### config.mk
export PLATFORM = sky130hd
export DESIGN_NAME = small_tlb_fifo_lru
export DESIGN_NICKNAME = d
export VERILOG_FILES = /design/src/rtl/stlb_pkg.sv /design/src/rtl/stlb_match.sv /design/src/rtl/stlb_store.sv /design/src/rtl/small_tlb_fifo_lru.sv
export SDC_FILE = /design/constraint.sdc
export NUM_CORES = 1
export LEC_CHECK = 0
export BUFFER_PORTS_ARGS = -buffer_cell sky130_fd_sc_hd__buf_4
export CAP_MARGIN = 20
export CORE_ASPECT_RATIO = 0.9
export CORE_MARGIN = 5
export CORE_UTILIZATION = 55
export DETAILED_ROUTE_END_ITERATION = 8
export PLACE_DENSITY = 0.73
export SYNTH_ARGS = -nofsm -noshare
export SYNTH_HDL_FRONTEND = slang
export SYNTH_SLANG_ARGS = --single-unit
### constraint.sdc
create_clock -name clk_i -period 5.8 [get_ports clk_i]
set_input_delay 0.58 -clock clk_i [delete_from_list [all_inputs] [get_ports clk_i]]
set_output_delay 0.58 -clock clk_i [all_outputs]
set_load 0.1 [all_outputs]
### src/rtl/stlb_pkg.sv
// Package for the small translation buffer: sizes, field types, codes and
// the structs that pass between the buffer's modules. No dependencies.
package stlb_pkg;

  localparam int unsigned Entries = 4;
  localparam int unsigned FieldW  = 20;
  localparam int unsigned IdxW    = (Entries > 1) ? $clog2(Entries) : 1;
  localparam int unsigned OccW    = $clog2(Entries + 1);

  typedef logic [FieldW-1:0] field_t;
  typedef logic [IdxW-1:0]   idx_t;
  typedef logic [OccW-1:0]   occ_t;

  typedef enum logic {
    OpLookup = 1'b0,
    OpInsert = 1'b1
  } op_e;

  typedef enum logic {
    ModeFifo = 1'b0,
    ModeLru  = 1'b1
  } mode_e;

  // Update request to the entry store. Slots from..last-1 take the next
  // younger slot when shift is set; slot last takes the new pair when wr is set.
  typedef struct packed {
    logic   wr;
    logic   shift;
    idx_t   from;
    idx_t   last;
    field_t page;
    field_t frame;
    logic   inc;
  } upd_t;

  typedef struct packed {
    logic   hit;
    idx_t   idx;
    field_t frame;
  } match_t;

endpackage

### src/rtl/stlb_match.sv
// Parallel page compare over the valid entries with oldest-first priority.
// Depends on stlb_pkg.
module stlb_match (
  input  stlb_pkg::field_t                        page_i,
  input  stlb_pkg::field_t [stlb_pkg::Entries-1:0] pages_i,
  input  stlb_pkg::field_t [stlb_pkg::Entries-1:0] frames_i,
  input  stlb_pkg::occ_t                          occ_i,
  output stlb_pkg::match_t                        match_o
);
  import stlb_pkg::*;

  // Walk from the youngest slot down so that the oldest match wins.
  always_comb begin
    match_o = '0;
    for (int k = Entries - 1; k >= 0; k--) begin
      if ((OccW'(k) < occ_i) && (pages_i[k] == page_i)) begin
        match_o.hit   = 1'b1;
        match_o.idx   = IdxW'(k);
        match_o.frame = frames_i[k];
      end
    end
  end

endmodule

### src/rtl/stlb_store.sv
// Entry store of the translation buffer: page and frame slots in age order
// with the shift network for inserts and LRU promotion. Depends on stlb_pkg.
module stlb_store (
  input  logic                                    clk_i,
  input  logic                                    rst_ni,
  input  stlb_pkg::upd_t                          upd_i,
  output stlb_pkg::field_t [stlb_pkg::Entries-1:0] pages_o,
  output stlb_pkg::field_t [stlb_pkg::Entries-1:0] frames_o,
  output stlb_pkg::occ_t                          occ_o
);
  import stlb_pkg::*;

  field_t [Entries-1:0] pages_q;
  field_t [Entries-1:0] pages_d;
  field_t [Entries-1:0] frames_q;
  field_t [Entries-1:0] frames_d;
  occ_t                 occ_q;
  occ_t                 occ_d;

  // Slots in from..last-1 age by one, then slot last takes the new pair.
  always_comb begin
    pages_d  = pages_q;
    frames_d = frames_q;
    for (int k = 0; k < Entries - 1; k++) begin
      if (upd_i.shift && (IdxW'(k) >= upd_i.from) && (IdxW'(k) < upd_i.last)) begin
        pages_d[k]  = pages_q[k+1];
        frames_d[k] = frames_q[k+1];
      end
    end
    if (upd_i.wr) begin
      pages_d[upd_i.last]  = upd_i.page;
      frames_d[upd_i.last] = upd_i.frame;
    end
  end

  always_ff @(posedge clk_i) begin
    pages_q  <= pages_d;
    frames_q <= frames_d;
  end

  assign occ_d = upd_i.inc ? occ_q + OccW'(1) : occ_q;

  always_ff @(posedge clk_i or negedge rst_ni) begin
    if (!rst_ni) begin
      occ_q <= '0;
    end else begin
      occ_q <= occ_d;
    end
  end

  assign pages_o  = pages_q;
  assign frames_o = frames_q;
  assign occ_o    = occ_q;

endmodule

### src/rtl/small_tlb_fifo_lru.sv
// Top level of the small fully associative translation buffer: input and
// result registers around the compare logic and the entry store.
// Depends on stlb_pkg, stlb_match and stlb_store.
//
// The buffer takes one item in every clock cycle and never raises busy_o. An
// item accepted at one clock edge is compared against the entries in the
// following cycle, and its result shows on hit_o and found_frame_o with
// done_o high for exactly one cycle, right after the next clock edge. The
// rate is set by the combinational compare and the shift of the entry
// store. The receiver cannot
// stall, so done_o must be sampled whenever it is high.
module small_tlb_fifo_lru (
  input  logic             clk_i,
  input  logic             rst_ni,
  input  logic             start_i,
  output logic             busy_o,
  input  logic             operation_i,
  input  stlb_pkg::field_t page_i,
  input  stlb_pkg::field_t frame_i,
  input  logic             replace_mode_we_i,
  input  logic             replace_mode_i,
  output logic             done_o,
  output logic             hit_o,
  output stlb_pkg::field_t found_frame_o
);
  import stlb_pkg::*;

  logic   req_q;
  op_e    op_q;
  field_t page_q;
  field_t frame_q;
  mode_e  mode_q;

  logic   done_q;
  logic   hit_q;
  field_t found_q;

  field_t [Entries-1:0] pages;
  field_t [Entries-1:0] frames;
  occ_t                 occ;
  match_t               match;
  upd_t                 upd;

  assign busy_o = 1'b0;

  always_ff @(posedge clk_i or negedge rst_ni) begin
    if (!rst_ni) begin
      req_q  <= 1'b0;
      mode_q <= ModeFifo;
      done_q <= 1'b0;
    end else begin
      req_q  <= start_i;
      done_q <= req_q;
      if (replace_mode_we_i) begin
        mode_q <= mode_e'(replace_mode_i);
      end
    end
  end

  always_ff @(posedge clk_i) begin
    if (start_i) begin
      op_q    <= op_e'(operation_i);
      page_q  <= page_i;
      frame_q <= frame_i;
    end
  end

  stlb_match u_match (
    .page_i   (page_q),
    .pages_i  (pages),
    .frames_i (frames),
    .occ_i    (occ),
    .match_o  (match)
  );

  always_comb begin
    upd       = '0;
    upd.page  = page_q;
    upd.frame = frame_q;
    if (req_q) begin
      if (op_q == OpInsert) begin
        upd.wr = 1'b1;
        if (occ == OccW'(Entries)) begin
          // Full: the oldest pair drops out and the rest age by one slot.
          upd.shift = 1'b1;
          upd.last  = IdxW'(Entries - 1);
        end else begin
          upd.last = occ[IdxW-1:0];
          upd.inc  = 1'b1;
        end
      end else if (match.hit && (mode_q == ModeLru)) begin
        upd.wr    = 1'b1;
        upd.shift = 1'b1;
        upd.from  = match.idx;
        upd.last  = IdxW'(occ - OccW'(1));
        upd.frame = match.frame;
      end
    end
  end

  stlb_store u_store (
    .clk_i    (clk_i),
    .rst_ni   (rst_ni),
    .upd_i    (upd),
    .pages_o  (pages),
    .frames_o (frames),
    .occ_o    (occ)
  );

  always_ff @(posedge clk_i) begin
    if (req_q) begin
      hit_q   <= (op_q == OpLookup) && match.hit;
      found_q <= ((op_q == OpLookup) && match.hit) ? match.frame : '0;
    end
  end

  assign done_o        = done_q;
  assign hit_o         = hit_q;
  assign found_frame_o = found_q;

endmodule

==> results of run 1 <==
==> cell families (layout without fill, tap and decap cells) <==
family | Yosys count | in the layout | share of synthesized area
other | 1 | 1 | 0.0003393
muxes | 62 | 62 | 0.05627
DFF | 228 | 228 | 0.5081
AOI/OAI and AO/OA | 243 | 243 | 0.1830
buffers and inverters | 151 | 180 | 0.05853
and+or+nand+nor | 287 | 287 | 0.1267
adders and majority gates | 2 | 2 | 0.002264
xor gates and xnor gates | 81 | 81 | 0.06487
==> synthesized netlist by cell type (27+ instances only) <==
| cell type | n | share of area |
|---|---|---|
| edfxtp_1 | 102 | 0.28 |
| nor2_1 | 31 | 0.011 |
| o311ai_0 | 32 | 0.025 |
| o221a_2 | 27 | 0.028 |
| dfxtp_1 | 120 | 0.22 |
| xor2_1 | 27 | 0.021 |
| nand2_1 | 116 | 0.039 |
| xnor2_1 | 53 | 0.042 |
| clkbuf_1 | 69 | 0.023 |
| inv_1 | 45 | 0.015 |
| mux2i_1 | 61 | 0.055 |
| a21oi_1 | 46 | 0.021 |
==> cells in the final DEF, fill, tap and decap left out, types with 18 or more instances in the layout <==
master,count
a21oi_1,45
nor3_1,23
o2111ai_1,20
buf_4,88
xnor2_1,53
o21ai_0,22
mux2i_1,61
nand3_1,26
a311oi_2,18
or4_1,21
o221a_2,27
nor2_1,29
inv_1,45
o22ai_1,20
edfxtp_1,102
or2_2,21
nand2b_1,21
nand2_1,116
dfxtp_1,120
o311ai_0,32
clkbuf_16,25
a22oi_1,20
xor2_1,27
==> state kept, by name (all words and copies together) (netlist names) <==
name,cells
u_store.frames_o,80
mode_q,1
frame_q,20
u_store.pages_o,80
hit_o,1
done_o,1
op_q,1
u_store.occ_o,3
found_frame_o,20
page_q,20
req_q,1
==> layout make-up <==
type                    count  area [um^2]  area share
flip-flops and latches    228         5615      0.4494
multi-input cells         676         4855      0.3885
clock buffers              39        728.2     0.05828
repair buffers             91        710.7     0.05687
well taps                 255        319.1     0.02553
inverters                  45        168.9     0.01352
clock inverters             5        98.84    0.007910
==> routing by layer <==
| layer | track usage | vias up | wire (um) |
|---|---|---|---|
| met5 | 0 | - | 0 |
| met3 | 0.04417 | 48 | 2211 |
| met2 | 0.3872 | 365 | 13180 |
| met1 | 0.3475 | 4164 | 12580 |
| met4 | 0.06732 | 0 | 658 |
| li1 | - | 3942 | - |
==> report_power, final <==
| part | internal, mW | total (mW) | switching [mW] |
|---|---|---|---|
| clock | 0.988 | 1.61 | 0.623 |
| sequential | 2.22 | 2.67 | 0.454 |
| combinational | 0.679 | 1.45 | 0.768 |
| total | 3.88 | 5.73 | 1.84 |
==> metrics by stage <==
step | utilization | hold WS, ps | setup WS, ps
floorplan | - | 284.4 | 1760
global placement | 0.5869 | 389.7 | 1826
detailed placement | 0.5869 | 390.6 | 1740
CTS | 0.6291 | 220.2 | 1737
global route | 0.6291 | 220.0 | 1472
finish | 0.6291 | 236.9 | 1632
==> worst max-delay path by stage <==
stage / from / to / slack [ps] / cells past startpoint
floorplan: page_q[15] / u_store.frames_o[60] / 1760 / 9
global placement: page_q[19] / u_store.frames_o[6] / 1830 / 12
detailed placement: page_q[19] / u_store.pages_o[16] / 1740 / 12
CTS: page_q[19] / u_store.pages_o[16] / 1740 / 12
global route: page_q[6] / u_store.frames_o[5] / 1470 / 9
finish: page_q[19] / u_store.pages_o[16] / 1630 / 12
==> flow_summary.yaml, run 1 <==
placed_design:
  hpwl_um: 17850
  portBuffers: 67
  dp_cells: 1294
  gp_congestion: 0.8156
  place_area_um2: 11660
drt:
  wl_per_cell_um: 21.38
  vias: 8519
  drt-pass1-iter-count: 6
  postRouteAntennaNets: 0
  drc: 0
  viasPerCell: 6.362
  routed_wl_um: 28630
  drtIter0Drc: 794
timing:
  fmax_ghz: 0.2399
  finalWorstPathRequiredPeriod_ps: 4168
  fin_tns_setup_ps: 0
  finClkSkew_ps: 14.45
  max_slew.worst_pin.slew_ps: 1117
  report.final.hold_viol_count: 0
  setup_viol: 0
  maxSlewViolCount: 0
  rsz0062_at_grt: "no"
  max_slew_margin: 0.2556
  fin_crit_sh: 0.7187
synth:
  syn_inst: 1055
  ys_seq_area_frac: 0.5081
  synth_seq_cells: 228
  synth_fp_nets: 1103
  synth-edff-count: 102
  ys.warnings.count: 0
  syn_area_um2: 11050
  synthFlopType: "dfxtp_1"
  avgSynthCellArea_um2: 10.48
  yosysUniqueCellTypes: 53
  async_reset_ff_frac: 0.02632
worst_setup_path:
  path_max_fanout: 24
  reg2reg_from: "page_q[19]"
  ff2ff_setup_slack_ps: 1630
  regToRegEndpoint: "u_store.pages_o[16]"
  critical-path-top-delay-family: "compound AO/OA/AOI/OAI gates"
  cp_slowest_cell: "o31ai_2"
  path_buf_inv: 4
  crit_top_cell: "buf_4"
  start_kind: "register"
  cpPeakStageDelay_ps: 640
  path_cells: "xnor2_1, nand4_1, buf_4, nand4b_1, buf_4, a2bb2o_2, buf_4, o31ai_2, nand2_1, o211a_1, buf_12, o221a_2"
  cp_data_required_time_ps: 6200
  rr_worst_depth: 12
  arrival_ps: 4570
  criticalPathCategory: "reg2reg"
  cp-end-kind: "register"
final_layout:
  area_growth_pct: 13.06
  stdcell_count: 1339
  fill_cells: 1626
  final_area_um2: 12500
  layout-drive-gt1-share: 0.1900
  nNetsFinal: 1114
  diodes: 0
global_route:
  grt_max_degree: 81
  grt-ovfl-total: 0
  grt_pass1_wl_um: 45450
  grt_pass1_vias: 8265
  track_usage: 0.2438
  antenna_found_initial: 0
floorplanning:
  pin_count: 69
  fp.dieH_um: 144.5
  num_rows: 49
  initial_core_util: 0.5564
  core_um2: 19860
  dieArea_um2: 23030
  dieWidth_um: 159.4
clock_network:
  cts_tree: "yes"
  cts_buffers: 24
  post-cts-setup-buffer-count: 0
  clk_pin_slew_ps: 60
  holdBufCountCts: 1
  post_cts_resized: 0
  cts-root-buf: "clkbuf_16"
  numClockSinks: 228
  clk_path_buf_depth: 3
  clk_latency_ps: 520
  htree_levels: 1
job:
  cap_viol_max_count: 0
pwr:
  ir_drop_mv: 0.2873
  p_leak_nw: 4.587
  finalPower_mw: 5.729
  power_density_nw_per_um2: 458.5
hold_path:
  hold_path.startpoint: "page_i[7]"
  min_path_type: "in2reg"
  holdPathEnd: "page_q[7]"
  min_path_cells: 1
outcome:
  status: "complete, no violations"
(Power assumes the default switching activity.)
==> run 2, diff against run 1 <==
Settings changed: ABC_AREA set to 1.
Clock period 5.8 ns to 4.1 ns, I/O delays scaled along.
==> run 2 against run 1 <==
Global-route usage increased by 4.1 points. Sequential cell count unchanged. Register-to-register slack got worse by 640 ps. Die area increased by 8.7%. Sequential share of layout area decreased by 3.4 points. Clock-buffer cell count decreased by 3. Wire length increased by 26%. Cell area increased by 8.1%. Setup slack got worse by 640 ps. Critical endpoint is now u_store.pages_o[57]. Largest power group unchanged. Highest routed layer unchanged.
==> flow_summary.yaml, run 2 <==
worst_setup_path:
  path_buf_inv: 3
  path_max_fanout: 22
  path_cells: "xor2_1, nor2_1, nand2_1, nor2_1, nand3_1, buf_4, nand2b_1, nand2_1, nand2_1, nor2_1, nor2_2, buf_4, nand2_1, buf_4, nand2_1, nand3_1, nand2_1"
  cp_data_required_time_ps: 4510
  cpPeakStageDelay_ps: 530
  cp_slowest_cell: "edfxtp_1"
  start_kind: "register"
  crit_top_cell: "nand2_1"
  critical-path-top-delay-family: "simple AND/OR/NAND/NOR gates"
  criticalPathCategory: "reg2reg"
  cp-end-kind: "register"
  arrival_ps: 3520
drt:
  routed_wl_um: 36000
  wl_per_cell_um: 17.59
  viasPerCell: 5.501
  vias: 11260
  postRouteAntennaNets: 0
  drt-pass1-iter-count: 6
  drtIter0Drc: 1232
  drc: 0
floorplanning:
  dieWidth_um: 166.2
  num_rows: 51
  core_um2: 21630
  pin_count: 69
  initial_core_util: 0.5584
  dieArea_um2: 25030
  fp.dieH_um: 150.6
clock_network:
  numClockSinks: 228
  htree_levels: 1
  clk_path_buf_depth: 3
  cts-root-buf: "clkbuf_16"
  cts_buffers: 25
  clk_latency_ps: 520
  cts_tree: "yes"
  clk_pin_slew_ps: 60
  post-cts-setup-buffer-count: 0
timing:
  fin_tns_setup_ps: 0
  max_slew_margin: 0.5286
  fin_crit_sh: 0.7586
  max_slew.worst_pin.slew_ps: 706.0
  finClkSkew_ps: 8.558
  setup_viol: 0
  worst_slack_ps: 989.9
  report.final.hold_viol_count: 0
  rsz0062_at_grt: "no"
  fmax_ghz: 0.3215
  maxSlewViolCount: 0
  finalWorstPathRequiredPeriod_ps: 3110
synth:
  yosysUniqueCellTypes: 33
  ys_seq_area_frac: 0.4649
  synth_top_cell_by_area: "edfxtp_1"
  synth_seq_cells: 228
  synthFlopType: "dfxtp_1"
  ys.warnings.count: 0
  syn_area_um2: 12080
  syn_inst: 1701
  synth_top_cell_area_share: 0.2536
  ys_top_cells_by_area: "edfxtp_1 25%, dfxtp_1 20%, nand2_1 19%"
  synth-edff-count: 102
  ys_top_cells_by_count: "620 x nand2_1, 219 x nand3_1, 179 x inv_1"
  async_reset_ff_frac: 0.02632
  synth_fp_nets: 1749
  yosysMostFrequentCell: "nand2_1"
  avgSynthCellArea_um2: 7.101
global_route:
  grt_pass1_vias: 10370
  antenna_found_initial: 0
  track_usage: 0.2844
  grt_max_degree: 45
  grt_pass1_wl_um: 56860
  grt-ovfl-total: 0
final_layout:
  final_common_cell: "nand2_1"
  diodes: 0
  final_cell_mix: "620 x nand2_1, 219 x nand3_1, 179 x inv_1"
  layout-drive-gt1-share: 0.1077
  area_growth_pct: 11.80
  stdcell_count: 2046
  nNetsFinal: 1785
placed_design:
  hpwl_um: 23090
  dp_cells: 2000
  dp_slack_ps: 1070
  portBuffers: 67
  gp_congestion: 1.032
job:
  cap_viol_max_count: 0
pwr:
  ir_drop_mv: 0.4345
  power_density_nw_per_um2: 634.0
  p_leak_nw: 6.662
outcome:
  status: "complete, no violations"
hold_path:
  min_path_type: "in2reg"
[run 2: power by group]
part	switching, mW	internal, mW
sequential	0.386	3.15
combinational	2.00	0.974
clock	0.896	1.16
[run 2: layout make-up]
class	count	area (um^2)
multi-input combinational	1186	5305
fill	1973	8128
inverter	202	758.2
sequential	228	5615
clock buffer	36	686.9
timing repair buffer	94	733.2
clock inverter	9	41.29
tap	291	364.1
[run 2: worst paths after layout]
kind	start	to	slack, ps	cells after the start
setup reg to reg	page_q[12]	u_store.pages_o[57]	990	17
hold reg to reg	u_store.frames_o[43]	u_store.frames_o[23]	480	2
max in group asynchronous	rst_ni	mode_q	3740	2
setup / recovery	page_q[12]	u_store.pages_o[57]	990	17
min in group asynchronous	rst_ni	req_q	230	2
hold / removal	frame_i[15]	frame_q[15]	60	1
[run 2: cells by family (layout without fill, tap and decap cells)]
kind of cell | count (synthesis) | in the layout | synth area share
other | 1 | 1 | 0.0003105
xor gates and xnor gates | 14 | 14 | 0.01015
and+or+nand+nor | 1011 | 1011 | 0.3564
muxes | 1 | 1 | 0.0009322
DFF | 228 | 228 | 0.4649
buffers and inverters | 287 | 341 | 0.09592
adders and majority gates | 2 | 2 | 0.002071
AOI/OAI and AO/OA | 157 | 157 | 0.06930
[run 2: per-layer routing]
metal / track usage / part of all wire
met1: 0.4197 / 0.44
met2: 0.4331 / 0.43
met3: 0.05671 / 0.11
met4: 0.07035 / 0.020
met5: 0 / 0
[run 2: timing repair]
item                      CTS  global route
hold endpoints to repair    6             0
hold buffers                1             0
resized for setup           0             0
[run 2: stage by stage]
stage | power, mW | util | instance area [um^2] | hold slack, ps
after floorplan | 5.653 | - | 12080 | 114.4
after global placement | 6.393 | 0.5901 | 12770 | 223.8
after detailed placement | 6.465 | 0.5901 | 12770 | 227.9
after CTS | 8.520 | 0.6243 | 13500 | 43.41
after global routing | 9.182 | 0.6243 | 13500 | 40.43
final | 8.562 | 0.6243 | 13500 | 57.78
==> run 3, diff against run 2 <==
Clock period 4.1 ns to 3 ns, I/O delays scaled along.
==> run 3 against run 2 <==
Cell area grew 5.5%. Fmax grew 11%. Sequential cell count is the same. Sequential power grew 37%. Die area is the same. Clock skew grew 8.2 ps. Register-to-register slack lost 790 ps. Combinational power grew 42%. Non-clock buffer count grew 60. Highest routed layer unchanged.
==> flow_summary.yaml, run 3 (synthesis gave the netlist of run 2 again) <==
outcome:
  status: "complete, no violations"
floorplanning:
  core_um2: 21630
  dieWidth_um: 166.2
  fp.dieH_um: 150.6
  num_rows: 51
  initial_core_util: 0.5584
  pin_count: 69
  dieArea_um2: 25030
pwr:
  ir_drop_mv: 0.4741
  power_density_nw_per_um2: 856.9
  p_leak_nw: 6.995
drt:
  postRouteAntennaNets: 0
  vias: 11490
  routed_wl_um: 37820
  viasPerCell: 5.448
  wl_per_cell_um: 17.93
  drc: 0
  drtIter0Drc: 1297
  drt-pass1-iter-count: 5
worst_setup_path:
  path_max_fanout: 22
  arrival_ps: 3220
  cp_data_required_time_ps: 3420
  cp-end-kind: "register"
  criticalPathCategory: "reg2reg"
  start_kind: "register"
global_route:
  grt_util_met1: 0.4132
  grt-ovfl-total: 0
  grt_most_used_layer: "met2"
  globalRouteMet2Util: 0.4778
  antenna_found_initial: 0
  grt_pass1_vias: 10810
  grt_pass1_wl_um: 58600
  globalRouteMet3Util: 0.05907
  grt_max_degree: 61
  track_usage: 0.2949
final_layout:
  area_growth_pct: 17.98
  final_cell_mix: "620 x nand2_1, 219 x nand3_1, 179 x inv_1"
  layout-drive-gt1-share: 0.1155
  nNetsFinal: 1846
  diodes: 0
  final_common_cell: "nand2_1"
  fill_cells: 1869
clock_network:
  cts_buffers: 26
  clk_latency_ps: 540
  htree_levels: 1
  numClockSinks: 228
  clk_pin_slew_ps: 60
  cts_tree: "yes"
  cts-root-buf: "clkbuf_16"
  clk_path_buf_depth: 3
timing:
  fin_tns_setup_ps: 0
  rsz0062_at_grt: "no"
  setup_viol: 0
  finClkSkew_ps: 16.77
  fin_crit_sh: 0.9327
  maxSlewViolCount: 0
  max_slew.worst_pin.slew_ps: 704.1
  fmax_ghz: 0.3574
  finalWorstPathRequiredPeriod_ps: 2798
  report.final.hold_viol_count: 0
  worst_slack_ps: 201.8
  max_slew_margin: 0.5306
placed_design:
  portBuffers: 67
  dp_slack_ps: 252.5
  hpwl_um: 24330
  gp_congestion: 1.002
job:
  cap_viol_max_count: 0
hold_path:
  min_path_type: "in2async"
## run 3: cell count changes in the layout (fill, tap and decap cells not counted), moves of 2 or more
cell | previous run | this run
clkbuf_16 | 25 | 27
clkinv_1 | 5 | 3
buf_12 | 2 | 8
dlygate4sd3_1 | 1 | 44
buf_6 | 0 | 2
buf_4 | 91 | 100
bufinv_16 | 0 | 2
## run 3: final timing paths
path | start | endpoint | slack, ps | depth (start not counted)
max in group asynchronous | rst_ni | u_store.occ_o[0] | 2760 | 2
worst min-delay path | rst_ni | done_o | 120 | 2
worst min register to register | u_store.frames_o[50] | u_store.frames_o[30] | 480 | 2
worst max register to register | page_q[2] | u_store.frames_o[15] | 200 | 13
min in group clk_i | start_i | req_q | 260 | 1
worst max-delay path | page_q[2] | u_store.frames_o[15] | 200 | 13
## run 3: worst max-delay path: stages (launching register included)
cell and delay [ps]:
edfxtp_1 530, xnor2_1 410, nand3b_1 130, nor2_1 200, nand3_1 150, nand2_1 110, o21ai_1 70, nand2_2 140
nand3_1 110, nor2_2 150, buf_4 370, nand3_1 150, nand3_1 110, nand2_1 50
## run 3: final cells by class
class                           instances  area (um^2)  area share
Sequential cell                       228         5615      0.3940
Multi-Input combinational cell       1186         5305      0.3723
Timing Repair Buffer                  154         1374     0.09640
Inverter                              202        758.2     0.05320
Clock buffer                           39        740.7     0.05198
Tap cell                              291        364.1     0.02555
Clock inverter                          9        93.84    0.006585
## run 3: power breakdown
group	switching (mW)	internal, mW	leakage (nW)
Sequential	0.545	4.30	2.07
Clock	1.28	1.87	0.404
Combinational	2.80	1.42	4.53
## run 3: routing by layer
metal  vias up  share of wire
met3        53           0.11
met5         -              0
met4         0          0.018
met2       604           0.45
met1      5269           0.42
li1       5564              -
## run 3: stage by stage
stage                     std cells  hold slack (ps)    util  cell area (um^2)  total power [mW]
after floorplan                1701            4.409       -             12080             7.726
after global placement         2011            113.2  0.5974             12920             8.796
after detailed placement       2011            117.4  0.5974             12920             8.914
after CTS                      2103            109.7  0.6564             14200             12.13
after global routing           2109            118.5  0.6588             14250             13.02
final                          2109            115.7  0.6588             14250             12.21
## run 3: timing repair
| action | 4_1_cts | 5_1_grt |
|---|---|---|
| gates resized for setup | 0 | 2 |
| endpoints found under the hold margin | 48 | 0 |
| endpoints found under the setup margin | 0 | 20 |
| buffers inserted | 0 | 6 |
| hold buffers | 44 | 0 |
